**src/ombc_pkg.sv**
```systemverilog
// shared types, constants and the interval table for the one-button menu controller
// no dependencies; every other file refers to this package by scoped names
package ombc_pkg;

  typedef enum logic [2:0] {
    UI_SLIDE    = 3'd0,
    UI_MENU     = 3'd1,
    UI_INTERVAL = 3'd2,
    UI_BRIGHT   = 3'd3,
    UI_INFO     = 3'd4
  } ui_state_t;

  localparam int CFG_IDX_W = 4;
  localparam int CFG_DAT_W = 16;

  localparam logic [CFG_IDX_W-1:0] CFG_SHORT_MIN   = 4'd0;
  localparam logic [CFG_IDX_W-1:0] CFG_LONG        = 4'd1;
  localparam logic [CFG_IDX_W-1:0] CFG_SET_TIMEOUT = 4'd2;
  localparam logic [CFG_IDX_W-1:0] CFG_MENU_TIMEOUT = 4'd3;
  localparam logic [CFG_IDX_W-1:0] CFG_BRIGHT_MIN  = 4'd4;
  localparam logic [CFG_IDX_W-1:0] CFG_BRIGHT_MAX  = 4'd5;
  localparam logic [CFG_IDX_W-1:0] CFG_BRIGHT_STEP = 4'd6;
  localparam logic [CFG_IDX_W-1:0] CFG_IMAGES_OK   = 4'd7;

  localparam logic [2:0] INTERVAL_LAST = 3'd6;

  localparam logic [1:0] ENTRY_INTERVAL = 2'd0;
  localparam logic [1:0] ENTRY_BRIGHT   = 2'd1;
  localparam logic [1:0] ENTRY_INFO     = 2'd2;

  typedef struct packed {
    logic        button_level;
    logic [31:0] now_ms;
  } in_item_t;

  typedef struct packed {
    logic [2:0] ui_state;
    logic [1:0] menu_item;
    logic [2:0] interval_index;
    logic [7:0] brightness;
    logic       short_event;
    logic       long_event;
    logic       save_interval;
    logic       save_brightness;
    logic       message_on;
    logic       advance_image;
    logic       redraw_image;
  } out_item_t;

  typedef struct packed {
    logic [15:0] short_min_ms;
    logic [15:0] long_ms;
    logic [15:0] setting_timeout_ms;
    logic [15:0] menu_timeout_ms;
    logic [7:0]  bright_min;
    logic [7:0]  bright_max;
    logic [7:0]  bright_step;
    logic        images_ok;
  } cfg_t;

  typedef struct packed {
    logic short_ev;
    logic long_ev;
  } press_ev_t;

  function automatic logic [31:0] interval_ms(input logic [2:0] idx);
    logic [31:0] ms;
    case (idx)
      3'd0:    ms = 32'd5000;
      3'd1:    ms = 32'd30000;
      3'd2:    ms = 32'd60000;
      3'd3:    ms = 32'd300000;
      3'd4:    ms = 32'd900000;
      3'd5:    ms = 32'd1800000;
      3'd6:    ms = 32'd3600000;
      default: ms = 32'd5000;
    endcase
    return ms;
  endfunction

endpackage

```
**src/ombc_press.sv**
```systemverilog
// press classifier: tracks button edges and hold time, flags short and long presses
// depends on ombc_pkg for the config and event structs
module ombc_press (
  input  logic               clk,
  input  logic               rst_n,
  input  logic               go,
  input  ombc_pkg::in_item_t item,
  input  ombc_pkg::cfg_t     cfg,
  output ombc_pkg::press_ev_t ev
);

  logic        prev_r, prev_nxt;
  logic        held_r, held_nxt;
  logic        ld_r, ld_nxt;
  logic [31:0] stamp_r, stamp_nxt;
  logic [31:0] dur;
  logic [31:0] hold;

  always_comb begin
    held_nxt  = held_r;
    ld_nxt    = ld_r;
    stamp_nxt = stamp_r;
    ev        = '0;
    dur       = item.now_ms - stamp_r;
    if (!item.button_level && prev_r) begin
      held_nxt  = 1'b1;
      stamp_nxt = item.now_ms;
      ld_nxt    = 1'b0;
    end
    if (item.button_level && !prev_r && held_r) begin
      if ((dur > {16'd0, cfg.short_min_ms}) && !ld_r && (dur < {16'd0, cfg.long_ms})) begin
        ev.short_ev = 1'b1;
      end
      held_nxt = 1'b0;
      ld_nxt   = 1'b0;
    end
    hold = item.now_ms - stamp_nxt;
    if (held_nxt && !ld_nxt && (hold > {16'd0, cfg.long_ms})) begin
      ld_nxt     = 1'b1;
      ev.long_ev = 1'b1;
    end
    prev_nxt = item.button_level;
  end

  always_ff @(posedge clk) begin
    if (!rst_n) begin
      prev_r  <= 1'b1;
      held_r  <= 1'b0;
      ld_r    <= 1'b0;
      stamp_r <= '0;
    end else if (go) begin
      prev_r  <= prev_nxt;
      held_r  <= held_nxt;
      ld_r    <= ld_nxt;
      stamp_r <= stamp_nxt;
    end
  end

endmodule

```
**src/ombc_menu.sv**
```systemverilog
// menu state machine: modes, timeouts, interval and brightness stepping, image pulses
// depends on ombc_pkg for types, codes and the interval table
module ombc_menu #(
  parameter int DEFAULT_INTERVAL = 2,
  parameter int DEFAULT_LEVEL    = 128,
  parameter int MESSAGE_MS       = 2000
) (
  input  logic                clk,
  input  logic                rst_n,
  input  logic                go,
  input  logic [31:0]         now_ms,
  input  ombc_pkg::press_ev_t ev,
  input  ombc_pkg::cfg_t      cfg,
  output ombc_pkg::out_item_t res
);

  localparam logic [2:0]  RST_INTERVAL = 3'(DEFAULT_INTERVAL % 7);
  localparam logic [7:0]  RST_LEVEL    = 8'(DEFAULT_LEVEL);
  localparam logic [31:0] MSG_MS       = 32'(MESSAGE_MS);

  ombc_pkg::ui_state_t mode_r, mode_nxt;
  logic [1:0]  entry_r, entry_nxt;
  logic [2:0]  isel_r, isel_nxt;
  logic [7:0]  level_r, level_nxt;
  logic [31:0] act_r, act_nxt;
  logic [31:0] img_r, img_nxt;
  logic        msg_r, msg_nxt;
  logic [31:0] msgst_r, msgst_nxt;

  logic [2:0] isel_up, isel_dn;
  logic [7:0] level_up, level_dn;
  logic       save_i, save_b, adv, redraw;

  function automatic logic [7:0] clamp_level(input logic signed [9:0] v,
                                             input logic [7:0] lo,
                                             input logic [7:0] hi);
    logic signed [9:0] t;
    t = v;
    if (t < $signed({2'b00, lo})) t = $signed({2'b00, lo});
    if (t > $signed({2'b00, hi})) t = $signed({2'b00, hi});
    return t[7:0];
  endfunction

  assign isel_up  = (isel_r == ombc_pkg::INTERVAL_LAST) ? 3'd0 : isel_r + 3'd1;
  assign isel_dn  = (isel_r == 3'd0) ? ombc_pkg::INTERVAL_LAST : isel_r - 3'd1;
  assign level_up = clamp_level($signed({2'b00, level_r}) + $signed({2'b00, cfg.bright_step}),
                                cfg.bright_min, cfg.bright_max);
  assign level_dn = clamp_level($signed({2'b00, level_r}) - $signed({2'b00, cfg.bright_step}),
                                cfg.bright_min, cfg.bright_max);

  always_comb begin
    mode_nxt  = mode_r;
    entry_nxt = entry_r;
    isel_nxt  = isel_r;
    level_nxt = level_r;
    act_nxt   = act_r;
    img_nxt   = img_r;
    msg_nxt   = msg_r;
    msgst_nxt = msgst_r;
    save_i    = 1'b0;
    save_b    = 1'b0;
    adv       = 1'b0;
    redraw    = 1'b0;

    if (ev.short_ev) begin
      act_nxt = now_ms;
      case (mode_r)
        ombc_pkg::UI_SLIDE: mode_nxt = ombc_pkg::UI_MENU;
        ombc_pkg::UI_MENU: begin
          case (entry_r)
            ombc_pkg::ENTRY_INTERVAL: mode_nxt = ombc_pkg::UI_INTERVAL;
            ombc_pkg::ENTRY_BRIGHT:   mode_nxt = ombc_pkg::UI_BRIGHT;
            ombc_pkg::ENTRY_INFO:     mode_nxt = ombc_pkg::UI_INFO;
            default: begin
              mode_nxt = ombc_pkg::UI_SLIDE;
              if (cfg.images_ok) begin
                redraw  = 1'b1;
                img_nxt = now_ms;
              end
            end
          endcase
        end
        ombc_pkg::UI_INTERVAL: begin
          isel_nxt = isel_up;
          save_i   = 1'b1;
        end
        ombc_pkg::UI_BRIGHT: begin
          if (level_up != level_r) begin
            level_nxt = level_up;
            save_b    = 1'b1;
          end
        end
        default: mode_nxt = ombc_pkg::UI_MENU;
      endcase
    end

    if (ev.long_ev) begin
      act_nxt = now_ms;
      case (mode_r)
        ombc_pkg::UI_SLIDE: begin
          isel_nxt  = isel_up;
          save_i    = 1'b1;
          msg_nxt   = 1'b1;
          msgst_nxt = now_ms;
          img_nxt   = now_ms;
        end
        ombc_pkg::UI_MENU: entry_nxt = entry_r + 2'd1;
        ombc_pkg::UI_INTERVAL: begin
          isel_nxt = isel_dn;
          save_i   = 1'b1;
        end
        ombc_pkg::UI_BRIGHT: begin
          if (level_dn != level_r) begin
            level_nxt = level_dn;
            save_b    = 1'b1;
          end
        end
        default: begin
          mode_nxt = ombc_pkg::UI_SLIDE;
          if (cfg.images_ok) begin
            redraw  = 1'b1;
            img_nxt = now_ms;
          end
        end
      endcase
    end

    if ((mode_nxt inside {ombc_pkg::UI_INTERVAL, ombc_pkg::UI_BRIGHT}) &&
        ((now_ms - act_nxt) > {16'd0, cfg.setting_timeout_ms})) begin
      mode_nxt = ombc_pkg::UI_MENU;
    end
    if ((mode_nxt == ombc_pkg::UI_MENU) &&
        ((now_ms - act_nxt) > {16'd0, cfg.menu_timeout_ms})) begin
      mode_nxt = ombc_pkg::UI_SLIDE;
      if (cfg.images_ok) begin
        redraw  = 1'b1;
        img_nxt = now_ms;
      end
    end

    if (msg_nxt && ((now_ms - msgst_nxt) >= MSG_MS)) begin
      if (cfg.images_ok && (mode_nxt == ombc_pkg::UI_SLIDE)) begin
        redraw  = 1'b1;
        img_nxt = now_ms;
      end
      msg_nxt = 1'b0;
    end

    if (cfg.images_ok && (mode_nxt == ombc_pkg::UI_SLIDE) && !msg_nxt &&
        ((now_ms - img_nxt) >= ombc_pkg::interval_ms(isel_nxt))) begin
      adv     = 1'b1;
      img_nxt = now_ms;
    end

    res.ui_state        = mode_nxt;
    res.menu_item       = entry_nxt;
    res.interval_index  = isel_nxt;
    res.brightness      = level_nxt;
    res.short_event     = ev.short_ev;
    res.long_event      = ev.long_ev;
    res.save_interval   = save_i;
    res.save_brightness = save_b;
    res.message_on      = msg_nxt;
    res.advance_image   = adv;
    res.redraw_image    = redraw;
  end

  always_ff @(posedge clk) begin
    if (!rst_n) begin
      mode_r  <= ombc_pkg::UI_SLIDE;
      entry_r <= '0;
      isel_r  <= RST_INTERVAL;
      level_r <= RST_LEVEL;
      act_r   <= '0;
      img_r   <= '0;
      msg_r   <= 1'b0;
      msgst_r <= '0;
    end else if (go) begin
      mode_r  <= mode_nxt;
      entry_r <= entry_nxt;
      isel_r  <= isel_nxt;
      level_r <= level_nxt;
      act_r   <= act_nxt;
      img_r   <= img_nxt;
      msg_r   <= msg_nxt;
      msgst_r <= msgst_nxt;
    end
  end

endmodule

```
**src/one_button_menu_controller.sv**
```systemverilog
// top level of the one-button menu controller: config registers, input and result registers
// depends on ombc_pkg, ombc_press and ombc_menu
//
// usage: each input transaction on in_valid/in_stall/in_data is one poll with the raw
// button level (1 released, 0 pressed) and a wrapping 32-bit millisecond time.
// every poll gives exactly one result transaction on out_valid/out_stall/out_data
// holding the menu state after the poll and the pulses it raised.
// an accepted poll waits in the input register and is processed once the result register is
// free, which loads the result register and raises out_valid.
// throughput: one poll per cycle while out_stall is low, set by the single pass of the
// press classifier and menu logic between the input register and the result register.
// when the receiver stalls, the result register holds and the input register keeps one
// more poll; beyond that in_stall rises until the result is taken.
// configuration writes on cfg_valid/cfg_ready/cfg_index/cfg_data are always ready and
// take effect on the next poll; unknown indexes are ignored.
// reset (rst_n low, synchronous) empties both registers, restores default settings,
// returns to slideshow and loads the default interval index and brightness.
module one_button_menu_controller #(
  parameter int DEFAULT_INTERVAL = 2,
  parameter int DEFAULT_LEVEL    = 128,
  parameter int MESSAGE_MS       = 2000
) (
  input  logic                                clk,
  input  logic                                rst_n,
  input  logic                                in_valid,
  output logic                                in_stall,
  input  ombc_pkg::in_item_t                  in_data,
  output logic                                out_valid,
  input  logic                                out_stall,
  output ombc_pkg::out_item_t                 out_data,
  input  logic                                cfg_valid,
  output logic                                cfg_ready,
  input  logic [ombc_pkg::CFG_IDX_W-1:0]      cfg_index,
  input  logic [ombc_pkg::CFG_DAT_W-1:0]      cfg_data
);

  ombc_pkg::cfg_t      cfg_r;
  ombc_pkg::in_item_t  in_r;
  logic                in_v_r;
  ombc_pkg::out_item_t out_r;
  logic                out_v_r;
  logic                out_free;
  logic                go;
  ombc_pkg::press_ev_t ev;
  ombc_pkg::out_item_t res;

  assign cfg_ready = 1'b1;
  assign out_free  = !out_v_r || !out_stall;
  assign go        = in_v_r && out_free;
  assign in_stall  = in_v_r && !out_free;
  assign out_valid = out_v_r;
  assign out_data  = out_r;

  always_ff @(posedge clk) begin
    if (!rst_n) begin
      cfg_r.short_min_ms       <= 16'd50;
      cfg_r.long_ms            <= 16'd1000;
      cfg_r.setting_timeout_ms <= 16'd5000;
      cfg_r.menu_timeout_ms    <= 16'd10000;
      cfg_r.bright_min         <= 8'd10;
      cfg_r.bright_max         <= 8'd255;
      cfg_r.bright_step        <= 8'd25;
      cfg_r.images_ok          <= 1'b0;
    end else if (cfg_valid && cfg_ready) begin
      case (cfg_index)
        ombc_pkg::CFG_SHORT_MIN:    cfg_r.short_min_ms       <= cfg_data;
        ombc_pkg::CFG_LONG:         cfg_r.long_ms            <= cfg_data;
        ombc_pkg::CFG_SET_TIMEOUT:  cfg_r.setting_timeout_ms <= cfg_data;
        ombc_pkg::CFG_MENU_TIMEOUT: cfg_r.menu_timeout_ms    <= cfg_data;
        ombc_pkg::CFG_BRIGHT_MIN:   cfg_r.bright_min         <= cfg_data[7:0];
        ombc_pkg::CFG_BRIGHT_MAX:   cfg_r.bright_max         <= cfg_data[7:0];
        ombc_pkg::CFG_BRIGHT_STEP:  cfg_r.bright_step        <= cfg_data[7:0];
        ombc_pkg::CFG_IMAGES_OK:    cfg_r.images_ok          <= cfg_data[0];
        default: ;
      endcase
    end
  end

  always_ff @(posedge clk) begin
    if (!rst_n) begin
      in_v_r <= 1'b0;
    end else if (!in_stall) begin
      in_v_r <= in_valid;
    end
  end

  always_ff @(posedge clk) begin
    if (in_valid && !in_stall) begin
      in_r <= in_data;
    end
  end

  always_ff @(posedge clk) begin
    if (!rst_n) begin
      out_v_r <= 1'b0;
    end else if (go) begin
      out_v_r <= 1'b1;
    end else if (!out_stall) begin
      out_v_r <= 1'b0;
    end
  end

  always_ff @(posedge clk) begin
    if (go) begin
      out_r <= res;
    end
  end

  ombc_press u_press (
    .clk   (clk),
    .rst_n (rst_n),
    .go    (go),
    .item  (in_r),
    .cfg   (cfg_r),
    .ev    (ev)
  );

  ombc_menu #(
    .DEFAULT_INTERVAL (DEFAULT_INTERVAL),
    .DEFAULT_LEVEL    (DEFAULT_LEVEL),
    .MESSAGE_MS       (MESSAGE_MS)
  ) u_menu (
    .clk    (clk),
    .rst_n  (rst_n),
    .go     (go),
    .now_ms (in_r.now_ms),
    .ev     (ev),
    .cfg    (cfg_r),
    .res    (res)
  );

  a_one_event: assert property (@(posedge clk) disable iff (!rst_n)
    out_v_r |-> !(out_r.short_event && out_r.long_event))
    else $error("short and long press in one transaction");

  a_stall_needs_item: assert property (@(posedge clk) disable iff (!rst_n)
    in_stall |-> in_v_r)
    else $error("input stalled with empty input register");

  a_save_b_mode: assert property (@(posedge clk) disable iff (!rst_n)
    (out_v_r && out_r.save_brightness) |-> (out_r.ui_state == ombc_pkg::UI_BRIGHT))
    else $error("brightness save outside brightness setting");

  a_adv_mode: assert property (@(posedge clk) disable iff (!rst_n)
    (out_v_r && out_r.advance_image) |->
      ((out_r.ui_state == ombc_pkg::UI_SLIDE) && !out_r.message_on))
    else $error("image advance outside running slideshow");

  a_result_follows: assert property (@(posedge clk) disable iff (!rst_n)
    go |=> out_v_r)
    else $error("processed poll produced no result");

endmodule
```
**config.mk**
```make
export PLATFORM = sky130hd
export DESIGN_NAME = one_button_menu_controller
export DESIGN_NICKNAME = d
export VERILOG_FILES = /design/src/ombc_pkg.sv /design/src/ombc_press.sv /design/src/ombc_menu.sv /design/src/one_button_menu_controller.sv
export SDC_FILE = /design/constraint.sdc
export NUM_CORES = 1
export LEC_CHECK = 0
export ABC_AREA = 1
export BUFFER_PORTS_ARGS = -buffer_cell sky130_fd_sc_hd__buf_2
export CAP_MARGIN = 0
export CORE_AREA = 3 3 231 233
export CTS_BUF_LIST = sky130_fd_sc_hd__clkbuf_8
export CTS_CLUSTER_SIZE = 24
export DETAILED_ROUTE_END_ITERATION = 10
export DIE_AREA = 0 0 234 236
export PLACE_DENSITY = 0.69
export REMOVE_ABC_BUFFERS = 1
export SYNTH_ARGS = -nofsm -noshare
export SYNTH_HDL_FRONTEND = slang
export SYNTH_SLANG_ARGS = --single-unit
```
**constraint.sdc**
```tcl
create_clock -name clk -period 11.6 [get_ports clk]
set_clock_uncertainty 0.1 [all_clocks]
set_input_delay 0.58 -clock clk [delete_from_list [all_inputs] [get_ports clk]]
set_output_delay 0.58 -clock clk [all_outputs]
set_load 0.005 [all_outputs]
```
==> flow_metrics.env <==
export IMPL_outcome="finished with violations"
export IMPL_violations="setup timing"
export IMPL_start_util_pct=50.0
export IMPL_placed_cell_area_mm2=0.0310
export IMPL_htreeDepth=2
export IMPL_worst_endpoint_required_ps=12110
export IMPL_netlist_instances=3755
export IMPL_fillCellCount=4532
export IMPL_ir_drop_mv=0.136
export IMPL_ff_latch_area_mm2=0.00647
export IMPL_via_per_inst=5.49
export IMPL_fin_crit_ps=12820
export IMPL_nNetsFinal=4867
export IMPL_fmax_mhz=78.0
export IMPL_seqPwrFrac_pct=24.0
export IMPL_yosys_register_bits=295
export IMPL_rsz0062_at_grt="true"
export IMPL_drive_gt1_share_pct=25.3
export IMPL_crit_start="in_r[32]"
export IMPL_detail_route_wl_per_cell_um=18.2
export IMPL_comb_power_share_pct=52.8
export IMPL_path_clk_slew_ps=70
export IMPL_core_area_mm2=0.0514
export IMPL_multi_input_area_mm2=0.0179
export IMPL_dpl_hpwl_mm=70.9
export IMPL_portBuffers=82
export IMPL_syn_area_mm2=0.0257
export IMPL_final_area_mm2=0.0344
export IMPL_worstReg2RegStart="in_r[32]"
export IMPL_slew_headroom_pct=25.9
export IMPL_drc=0
export IMPL_finalSetupViolCount=35
export IMPL_drt_total_wl_mm=95.0
export IMPL_cp_slowest_stage_delay_ps=420
export IMPL_p_per_area_mw_per_mm2=138
export IMPL_async_flop_share_pct=0
export IMPL_fin_ws_ps=-1220
export IMPL_overflow=0
export IMPL_drt_iter0_drc=2382
export IMPL_drtAntennaViolNets=0
export IMPL_grt_max_degree=189
export IMPL_die_width_um=234
export IMPL_use_met2_pct=52.5
export IMPL_busiest_layer="met2"
export IMPL_cts_tree="built"
export IMPL_fin_util_pct=66.9
export IMPL_worst_slew_pin_slew_ps=1110
export IMPL_track_usage_pct=32.6
export IMPL_cellLeakagePower_uw=0.0165
export IMPL_clock_sinks=295
export IMPL_grt_util_met3_pct=4.81
export IMPL_drv_slew=0
export IMPL_critPathArrivalTime_ps=13330
export IMPL_die_area_mm2=0.0552
export IMPL_synth_cell_types=67
export IMPL_power_share_switching_pct=40.8
export IMPL_synth_edf_count=56
export IMPL_cp_max_fo=7
export IMPL_yosys_most_used_dff="dfxtp_1"
export IMPL_post_route_period_util_pct=111
export IMPL_grt_pass1_wl_mm=143
export IMPL_crit_type="register to register"
export IMPL_crit_slowest_cell="edfxtp_1"
export IMPL_yosys_warnings=0
export IMPL_die_height_um=236
export IMPL_ctsRootBufferMaster="clkbuf_8"
export IMPL_placedCellCount=4991
export IMPL_grt_use_met1_pct=44.4
export IMPL_start_kind="register"
export IMPL_end_kind="register"
export IMPL_gp_routability_congestion=1.00
export IMPL_dr_pass1_iters=7
export IMPL_layout_cells_non_filler=5223
export IMPL_via_count=28700
export IMPL_io_pins=84
export IMPL_antenna_found_initial=3
export IMPL_worst_hold_startpoint="in_valid"
export IMPL_internal_power_uw=2820
export IMPL_grt_pass1_vias=26900
export IMPL_syn_mean_instance_area_um2=6.85
export IMPL_area_delta_synth_final_pct=33.8
export IMPL_final_cell_mix="753 x nand2_1, 656 x buf_4, 476 x inv_1"
export IMPL_max_cap_violations=0
export IMPL_final_common_cell="nand2_1"
export IMPL_clock_latency_ps=720
export IMPL_row_count=83
export IMPL_hold_class="input pin to register"
export IMPL_hold_violations=0
export IMPL_clockBufferDepth=3
export IMPL_power_frac_clock_pct=23.2
export IMPL_cts_inserted_buffers=55
export IMPL_switching_power_uw=1940
export IMPL_seq_area_frac_synth_pct=25.2
-- registers in the layout, summed over array words and instances (netlist names), 2 cells and up --
register	flops
u_menu.act_r	32
u_menu.level_r	8
u_menu.msgst_r	32
u_menu.isel_r	3
in_r	33
u_menu.mode_r	3
u_press.stamp_r	32
out_data	23
u_menu.entry_r	2
cfg_r	89
u_menu.img_r	32
-- metrics by stage --
step | setup slack [ps] | setup TNS (ps) | power, uW | hold slack [ps]
6_report | -1220 | -37680 | 4760 | 81.2
5_1_grt | -1790 | -58600 | 5070 | 77.9
3_3_place_gp | -1410 | -45900 | 3360 | 350
3_5_place_dp | -1690 | -54570 | 3380 | 354
4_1_cts | -698 | -22130 | 4590 | 51.0
2_1_floorplan | -2950 | -138500 | 2460 | 335
-- critical path: cells and delay by family (launching register included) --
kind | cells | cell delay (ps)
fa+ha+maj | 9 | 2330
xor+xnor | 3 | 510
simple gates | 44 | 4620
compound gates | 21 | 2810
buf+inv | 14 | 1600
mux | 1 | 280
flops | 1 | 420
-- timing repair --
| action | 4_1_cts | 5_1_grt |
|---|---|---|
| hold buffers | 32 | 0 |
| gates resized for setup | 139 | 149 |
| buffers inserted | 58 | 28 |
| hold endpoints to repair | 32 | 0 |
| pin swaps | 36 | 72 |
| endpoints found under the setup margin | 33 | 35 |
| gates cloned | 4 | 5 |
-- layer usage --
layer	up-vias	wire, um
met3	224	7470
met4	0	4070
li1	14200	-
met5	-	0
met1	13200	41100
met2	1070	42400
-- worst paths after layout --
| kind | slack (ps) | cells past startpoint | endpoint |
|---|---|---|---|
| worst max-delay path | -1220 | 92 | u_menu.img_r[27] |
| worst min-delay path | 80 | 3 | in_v_r |
| worst max register to register | -1220 | 92 | u_menu.img_r[27] |
| worst min register to register | 360 | 2 | cfg_r[76] |
-- cells in the mapped netlist (50+ instances only) --
| cell type | instances | area [um^2] |
|---|---|---|
| nand4_1 | 50 | 313 |
| edfxtp_1 | 56 | 1680 |
| inv_1 | 469 | 1760 |
| clkbuf_1 | 92 | 345 |
| xor2_1 | 88 | 771 |
| ha_1 | 308 | 3850 |
| nand3_1 | 204 | 1020 |
| a21oi_1 | 410 | 2050 |
| nand2_1 | 793 | 2980 |
| dfxtp_1 | 239 | 4780 |
| o21ai_0 | 354 | 1770 |
| nor2_1 | 243 | 912 |
-- logic make-up (layout without fill, tap and decap cells) --
group                      Yosys count  after routing  share of synthesized area (%)
and+or+nand+nor                   1438           1438                           24.6
AOI/OAI and AO/OA                  968            968                           20.8
buffers and inverters              602           1388                           9.08
adders and majority gates          315            315                           15.5
DFF                                295            295                           25.2
xor gates and xnor gates           120            120                           4.09
muxes                               16             16                          0.754
other                                1              3                         0.0146
-- power groups by stage --
stage / clock, uW / sequential, uW / combinational [uW]
after floorplan: 0 / 1160 / 1300
after global placement: 0 / 1160 / 2200
after detailed placement: 0 / 1160 / 2220
after CTS: 1120 / 1140 / 2330
after global routing: 1160 / 1150 / 2760
final: 1100 / 1140 / 2510
-- layout make-up --
class | instances | share of cell area, %
diodes | 2 | 0.0146
clock buffers | 63 | 2.52
clock inverters | 41 | 0.917
inverters | 485 | 5.30
multi-input cells | 2858 | 52.0
flip-flops and latches | 295 | 18.8
well taps | 680 | 2.47
repair buffers | 799 | 18.0
Note: power is estimated with default switching activity, not from simulation.
